`src/hw/rtl/nlk_pkg.sv`:
```
`timescale 1ns / 1ps
`default_nettype none

package nlk_pkg;

    // result and scan width: one spare bit above the widest start value
    localparam int OUT_BITS = 63;
    localparam int K_W      = 6;
    localparam int CNT_W    = 6;
    // sums of counts and positions (up to 125)
    localparam int SUM_W    = 7;
    // popcount grouping for the prefix count
    localparam int GRP_SIZE = 8;
    localparam int GRP_CNT  = 8;
    localparam int LOC_W    = 4;
    localparam int PAD_BITS = GRP_SIZE * GRP_CNT;

    typedef logic [OUT_BITS-1:0]                       word_t;
    typedef logic [K_W-1:0]                            count_t;
    typedef logic [OUT_BITS-1:0][CNT_W-1:0]            cnt_vec_t;
    typedef logic [GRP_CNT-1:0][GRP_SIZE-1:0][LOC_W-1:0] loc_vec_t;

endpackage

`default_nettype wire

```
`src/hw/rtl/nlk_count.sv`:
```
`timescale 1ns / 1ps
`default_nettype none

// two stages: group-local prefix popcounts, then ones above every bit
module nlk_count
    import nlk_pkg::*;
(
    input  logic     clk,
    input  logic     rst_n,
    input  logic     in_valid,
    output logic     in_ready,
    input  word_t    n_in,
    input  count_t   k_in,
    output logic     out_valid,
    input  logic     out_ready,
    output word_t    n_out,
    output count_t   k_out,
    output cnt_vec_t above_out
);

    logic [PAD_BITS-1:0] n_pad;
    loc_vec_t            loc_next;
    loc_vec_t            loc_reg;
    word_t               n1_reg;
    count_t              k1_reg;
    logic                v1_reg;
    cnt_vec_t            above_next;
    cnt_vec_t            above_reg;
    word_t               n2_reg;
    count_t              k2_reg;
    logic                v2_reg;
    logic                en1;
    logic                en2;

    assign en2      = !v2_reg || out_ready;
    assign en1      = !v1_reg || en2;
    assign in_ready = en1;

    assign n_pad = {{(PAD_BITS - OUT_BITS){1'b0}}, n_in};

    // inclusive running count inside each group of eight bits
    always_comb
    begin
        logic [LOC_W-1:0] acc;
        acc = '0;
        for (int g = 0; g < GRP_CNT; g++)
        begin
            acc = '0;
            for (int j = 0; j < GRP_SIZE; j++)
            begin
                acc = acc + LOC_W'(n_pad[g*GRP_SIZE + j]);
                loc_next[g][j] = acc;
            end
        end
    end

    // group bases, total, and ones strictly above each position
    always_comb
    begin
        logic [SUM_W-1:0]              run;
        logic [GRP_CNT-1:0][SUM_W-1:0] base;
        logic [SUM_W-1:0]              incl;
        run  = '0;
        base = '0;
        incl = '0;
        for (int g = 0; g < GRP_CNT; g++)
        begin
            base[g] = run;
            run     = run + SUM_W'(loc_reg[g][GRP_SIZE-1]);
        end
        for (int i = 0; i < OUT_BITS; i++)
        begin
            incl = base[i / GRP_SIZE] + SUM_W'(loc_reg[i / GRP_SIZE][i % GRP_SIZE]);
            above_next[i] = CNT_W'(run - incl);
        end
    end

    always_ff @(posedge clk or negedge rst_n)
    begin
        if (!rst_n)
        begin
            v1_reg <= 1'b0;
            v2_reg <= 1'b0;
        end
        else
        begin
            if (en1)
            begin
                v1_reg <= in_valid;
            end
            if (en2)
            begin
                v2_reg <= v1_reg;
            end
        end
    end

    always_ff @(posedge clk)
    begin
        if (en1 && in_valid)
        begin
            loc_reg <= loc_next;
            n1_reg  <= n_in;
            k1_reg  <= k_in;
        end
        if (en2 && v1_reg)
        begin
            above_reg <= above_next;
            n2_reg    <= n1_reg;
            k2_reg    <= k1_reg;
        end
    end

    assign out_valid = v2_reg;
    assign n_out     = n2_reg;
    assign k_out     = k2_reg;
    assign above_out = above_reg;

endmodule

`default_nettype wire

```
`src/hw/rtl/nlk_select.sv`:
```
`timescale 1ns / 1ps
`default_nettype none

// two stages: qualifying positions, then lowest one and kept upper bits
module nlk_select
    import nlk_pkg::*;
(
    input  logic     clk,
    input  logic     rst_n,
    input  logic     in_valid,
    output logic     in_ready,
    input  word_t    n_in,
    input  count_t   k_in,
    input  cnt_vec_t above_in,
    output logic     out_valid,
    input  logic     out_ready,
    output word_t    base_out,
    output word_t    onehot_out,
    output cnt_vec_t rest_out
);

    word_t    q_next;
    cnt_vec_t rest_next;
    word_t    q_reg;
    cnt_vec_t rest3_reg;
    word_t    n3_reg;
    logic     v3_reg;
    word_t    mask_le;
    word_t    onehot;
    word_t    base_reg;
    word_t    onehot_reg;
    cnt_vec_t rest4_reg;
    logic     v4_reg;
    logic     en3;
    logic     en4;

    assign en4      = !v4_reg || out_ready;
    assign en3      = !v3_reg || en4;
    assign in_ready = en3;

    // bit i qualifies when it is zero and the ones left to place fit below it
    always_comb
    begin
        logic [SUM_W-1:0] need;
        logic [SUM_W-1:0] kk;
        need = '0;
        kk   = SUM_W'(k_in);
        for (int i = 0; i < OUT_BITS; i++)
        begin
            need         = SUM_W'(above_in[i]) + SUM_W'(1);
            q_next[i]    = !n_in[i] && (need <= kk) && (kk <= need + SUM_W'(i));
            rest_next[i] = CNT_W'(k_in) - above_in[i] - CNT_W'(1);
        end
    end

    // bits at and below the lowest qualifying position
    assign mask_le = q_reg ^ (q_reg - OUT_BITS'(1));
    assign onehot  = mask_le & q_reg;

    always_ff @(posedge clk or negedge rst_n)
    begin
        if (!rst_n)
        begin
            v3_reg <= 1'b0;
            v4_reg <= 1'b0;
        end
        else
        begin
            if (en3)
            begin
                v3_reg <= in_valid;
            end
            if (en4)
            begin
                v4_reg <= v3_reg;
            end
        end
    end

    always_ff @(posedge clk)
    begin
        if (en3 && in_valid)
        begin
            q_reg     <= q_next;
            rest3_reg <= rest_next;
            n3_reg    <= n_in;
        end
        if (en4 && v3_reg)
        begin
            base_reg   <= (n3_reg & ~mask_le) | onehot;
            onehot_reg <= onehot;
            rest4_reg  <= rest3_reg;
        end
    end

    assign out_valid  = v4_reg;
    assign base_out   = base_reg;
    assign onehot_out = onehot_reg;
    assign rest_out   = rest4_reg;

endmodule

`default_nettype wire

```
`src/hw/rtl/next_larger_with_k_set_bits.sv`:
```
// Next larger value with k set bits. Each request carries start_value (n) and
// ones_count (k); the response next_value is the smallest integer strictly
// above n with exactly k ones, or zero when k is zero. One request can be
// taken every clock cycle while the output side keeps up; the five register
// stages are a group-local popcount, the ones-above count per bit, the
// per-bit qualify compare, the lowest-set-bit pick (one 63-bit subtract),
// and the final fill of the low ones into the output register. A stall on
// the output side holds the whole pipe in place; empty stages still fill
// while stalled. Only the low VALUE_BITS bits of start_value exist on the
// port; the result is always 63 bits wide because the answer can carry one
// bit past the input.
`timescale 1ns / 1ps
`default_nettype none

module next_larger_with_k_set_bits
    import nlk_pkg::*;
#(
    parameter int VALUE_BITS = 62
)
(
    input  logic                  clk,
    input  logic                  rst_n,
    // request channel
    input  logic                  in_valid,
    output logic                  in_ready,
    input  logic [VALUE_BITS-1:0] start_value,
    input  logic [K_W-1:0]        ones_count,
    // response channel
    output logic                  out_valid,
    input  logic                  out_ready,
    output logic [OUT_BITS-1:0]   next_value
);

    // n widened to the scan width; the spare top bit is always zero, so a
    // qualifying position always exists for any nonzero k
    word_t    n_ext;

    // count stages -> select stages
    logic     cnt_valid;
    logic     cnt_ready;
    word_t    cnt_n;
    count_t   cnt_k;
    cnt_vec_t cnt_above;

    // select stages -> output stage
    logic     sel_valid;
    logic     sel_ready;
    word_t    sel_base;
    word_t    sel_onehot;
    cnt_vec_t sel_rest;

    // output stage
    logic [CNT_W-1:0] rest_pick;
    word_t            fill;
    word_t            next_value_reg;
    logic             out_valid_reg;
    logic             en5;

    assign n_ext = {{(OUT_BITS - VALUE_BITS){1'b0}}, start_value};

    nlk_count u_count
    (
        .clk       (clk),
        .rst_n     (rst_n),
        .in_valid  (in_valid),
        .in_ready  (in_ready),
        .n_in      (n_ext),
        .k_in      (ones_count),
        .out_valid (cnt_valid),
        .out_ready (cnt_ready),
        .n_out     (cnt_n),
        .k_out     (cnt_k),
        .above_out (cnt_above)
    );

    nlk_select u_select
    (
        .clk        (clk),
        .rst_n      (rst_n),
        .in_valid   (cnt_valid),
        .in_ready   (cnt_ready),
        .n_in       (cnt_n),
        .k_in       (cnt_k),
        .above_in   (cnt_above),
        .out_valid  (sel_valid),
        .out_ready  (sel_ready),
        .base_out   (sel_base),
        .onehot_out (sel_onehot),
        .rest_out   (sel_rest)
    );

    // output register advances when empty or when the response is taken
    assign en5       = !out_valid_reg || out_ready;
    assign sel_ready = en5;

    // ones still to place, picked by the one-hot winning position;
    // no winner (k of zero) gives zero here and a zero base
    always_comb
    begin
        rest_pick = '0;
        for (int i = 0; i < OUT_BITS; i++)
        begin
            rest_pick = rest_pick | (sel_rest[i] & {CNT_W{sel_onehot[i]}});
        end
    end

    // thermometer of rest_pick ones at the bottom; rest never exceeds the
    // winning position so it never collides with the set bit
    always_comb
    begin
        for (int j = 0; j < OUT_BITS; j++)
        begin
            fill[j] = (CNT_W'(j) < rest_pick);
        end
    end

    always_ff @(posedge clk or negedge rst_n)
    begin
        if (!rst_n)
        begin
            out_valid_reg <= 1'b0;
        end
        else if (en5)
        begin
            out_valid_reg <= sel_valid;
        end
    end

    always_ff @(posedge clk)
    begin
        if (en5 && sel_valid)
        begin
            next_value_reg <= sel_base | fill;
        end
    end

    assign out_valid  = out_valid_reg;
    assign next_value = next_value_reg;

endmodule

`default_nettype wire

```
`config.mk`:
```
export PLATFORM = sky130hd
export DESIGN_NAME = next_larger_with_k_set_bits
export DESIGN_NICKNAME = d
export VERILOG_FILES = /design/src/hw/rtl/nlk_pkg.sv /design/src/hw/rtl/nlk_count.sv /design/src/hw/rtl/nlk_select.sv /design/src/hw/rtl/next_larger_with_k_set_bits.sv
export SDC_FILE = /design/constraint.sdc
export NUM_CORES = 2
export LEC_CHECK = 0
export BUFFER_PORTS_ARGS = -buffer_cell sky130_fd_sc_hd__buf_4
export CORE_MARGIN = 3
export CORE_UTILIZATION = 40
export DETAILED_ROUTE_END_ITERATION = 10
export PLACE_DENSITY_LB_ADDON = 0.3
export SKIP_CTS_REPAIR_TIMING = 1
export SYNTH_ARGS = -nofsm -noshare
export SYNTH_HDL_FRONTEND = slang
export SYNTH_SLANG_ARGS = --single-unit
```
`constraint.sdc`:
```
create_clock -name clk -period 12.4 [get_ports clk]
set_clock_uncertainty 0.1 [all_clocks]
set_input_delay 0.62 -clock clk [delete_from_list [all_inputs] [get_ports clk]]
set_output_delay 0.62 -clock clk [all_outputs]
set_load 0.02 [all_outputs]
```
==> flow_metrics.env <==
export IMPL_setup_viol=0
export IMPL_seqCellArea_um2=52600
export IMPL_reg2regPathDepth=28
export IMPL_die_x_um=530
export IMPL_netlist_area_leader_share_pct=47.8
export IMPL_wl_per_cell_um=28.5
export IMPL_syn_inst=8859
export IMPL_fillers=24400
export IMPL_area_growth_pct=12.5
export IMPL_nNetsFinal=11300
export IMPL_design_core_area_um2=272000
export IMPL_status="finished clean"
export IMPL_num_rows=191
export IMPL_slew_limit_headroom_pct=12.4
export IMPL_dieArea_um2=281000
export IMPL_slowest_delay_ns=0.81
export IMPL_whs_path_depth=0
export IMPL_io_pins=137
export IMPL_initialDrtViolationCount=7646
export IMPL_drive_gt1_share_pct=6.76
export IMPL_fin_setup_tns_ns=0
export IMPL_grt_max_degree=150
export IMPL_htree_levels=4
export IMPL_rsz0062_at_grt="no"
export IMPL_tightest_slew_ns=1.30
export IMPL_worst_ep_required_time_ns=12.95
export IMPL_crit_type="flip-flop to flip-flop"
export IMPL_final_period_utilization_pct=83.8
export IMPL_first_global_vias=72500
export IMPL_ys_warn_count=0
export IMPL_hpwl_mm=278
export IMPL_grt_ovfl_total=0
export IMPL_remaining_drc_errors=0
export IMPL_slowest_stage="xnor2_1"
export IMPL_initial_core_util_pct=40.4
export IMPL_critPathMaxFanout=10
export IMPL_cp_arrival_ns=10.94
export IMPL_max_freq_mhz=96.2
export IMPL_finalHoldViolations=0
export IMPL_vias=74000
export IMPL_clkSinkCount=1754
export IMPL_fin_crit_ns=10.40
export IMPL_die_h_um=530
export IMPL_antenna_found_initial=23
export IMPL_grt_pass1_wl_mm=523
export IMPL_cpMostUsedCell="ha_1"
export IMPL_syn_cell_area_um2=110000
export IMPL_clock_latency_ns=0.91
export IMPL_cts_root_buffer="clkbuf_16"
export IMPL_globalplace_congestion=0.996
export IMPL_ys_ff_latch=1754
export IMPL_max_cap_violations=0
export IMPL_cts_made_buffers=208
export IMPL_drtAntennaViolNets=0
export IMPL_syn_area_per_cell_um2=12.4
export IMPL_cp_start_kind="flip-flop"
export IMPL_synth_cell_type_count=81
export IMPL_dr_pass1_iters=9
export IMPL_synthFlopType="edfxtp_1"
export IMPL_port_buffers=136
export IMPL_cts_tree="yes"
export IMPL_path_clk_slew_ns=0.06
export IMPL_ys_seq_area_share_pct=47.9
export IMPL_synth_edf_count=1749
export IMPL_multi_input_area_um2=53200
export IMPL_grt_usage_pct=26.0
export IMPL_hold_class="flip-flop to flip-flop"
export IMPL_maxSlewViolCount=0
export IMPL_crit_path_end_kind="flip-flop"
export IMPL_async_flop_share_pct=0.285
export IMPL_synth_top_cells_by_area="edfxtp_1, ha_1, xnor2_1, fa_1, inv_1"
export IMPL_routed_wl_mm=374
export IMPL_synth_area_leader_cell="edfxtp_1"
export IMPL_clockBufferDepth=4
export IMPL_vias_per_cell=5.65
## Yosys cell counts, types with 139 or more instances
| cell | instances |
|---|---|
| edfxtp_1 | 1749 |
| ha_1 | 1608 |
| inv_1 | 1045 |
| xnor2_1 | 719 |
| a21oi_1 | 570 |
| xor2_1 | 344 |
| a21o_1 | 298 |
| nand3_1 | 232 |
| nor2_1 | 232 |
| fa_1 | 231 |
| o21ai_0 | 195 |
| nand2_1 | 165 |
| o21bai_1 | 141 |
| nand2b_1 | 139 |
## through the flow
step / area (um2) / setup slack (ns) / hold WS [ns] / util, % / instances
4_1_cts: 123000 / 2.00 / -0.648 / 45.2 / 13000
3_3_place_gp: 116000 / 2.23 / 0.301 / 42.7 / 12600
3_5_place_dp: 116000 / 1.99 / 0.305 / 42.7 / 12600
5_1_grt: 124000 / 1.63 / 0.317 / 45.4 / 13100
2_1_floorplan: 110000 / 0.797 / 0.224 / - / 8867
6_report: 124000 / 2.00 / 0.308 / 45.4 / 13100
## area by class of cell
type                    count  share of cell area [%]
multi-input cells        6016                    43.0
inverters                1046                    3.19
diodes                     22                  0.0445
flip-flops and latches   1754                    42.6
repair buffers            324                    2.19
clock buffers             240                    4.34
clock inverters           129                    1.05
well taps                3570                    3.61
## final timing paths
kind                                    startpoint                     end  slack, ns
setup / recovery               u_count.loc_reg[28]  u_count.above_out[197]       2.00
hold / removal             u_select.rest3_reg[329]  u_select.rest_out[329]       0.31
setup reg to reg               u_count.loc_reg[28]  u_count.above_out[197]       2.00
hold reg to reg            u_select.rest3_reg[329]  u_select.rest_out[329]       0.31
max in group asynchronous                    rst_n               out_valid      11.44
min in group asynchronous                    rst_n      u_select.out_valid       0.56
## cells by family after synthesis
logic type / count (synthesis) / synth area share [%]
AO/OA/AOI/OAI: 1704 / 10.2
XOR/XNOR: 1071 / 8.62
adder cells (fa/ha/maj): 1839 / 22.5
buffers and inverters: 1097 / 3.77
flip-flops: 1754 / 47.9
multiplexers: 39 / 0.394
other: 2 / 0.00683
AND/OR/NAND/NOR: 1353 / 6.65
## worst max-delay path: cells and delay by family, from the launching register on
kind | cells | cell delay, ns
and+or+nand+nor | 1 | 0.07
adders and majority gates | 10 | 4.19
AOI/OAI and AO/OA | 5 | 1.12
DFF | 1 | 0.62
xor gates and xnor gates | 7 | 2.42
buffers and inverters | 5 | 1.58
## routing by layer
layer	up-vias	GRT usage (%)	share of wire [%]
li1	33100	-	-
met1	37000	35.2	42
met2	3190	40.0	44
met3	693	4.82	8.5
met4	2	13.1	5.8
met5	-	0	0.0035
## placed cells by master (no fill, tap or decap), drive strengths merged, types with 13 or more instances in the layout
cell type    instances
nand2b             139
nor2b              125
clkbuf             240
xor2               345
a21oi              570
diode               22
bufinv              21
o21a               118
a21o               298
nand2              165
nor2               232
and3                37
buf                252
nand4               78
clkinv              77
o21ai              195
a22o                84
and2                45
clkinvlp            19
a221oi              86
ha                1608
mux2                34
dlygate4sd3         72
inv               1058
o21bai             141
or2                 13
or3                 24
a211oi              20
nor4                35
o22ai               16
fa                 231
edfxtp            1749
nand3              232
and4b               28
nand4b              14
nor3b               24
a31oi               64
xnor2              720
nor3               127
a211o               13
Power is left out: the tool's default activity adds up to more than one toggle a clock period on the data nets, which glitch-free logic cannot reach.
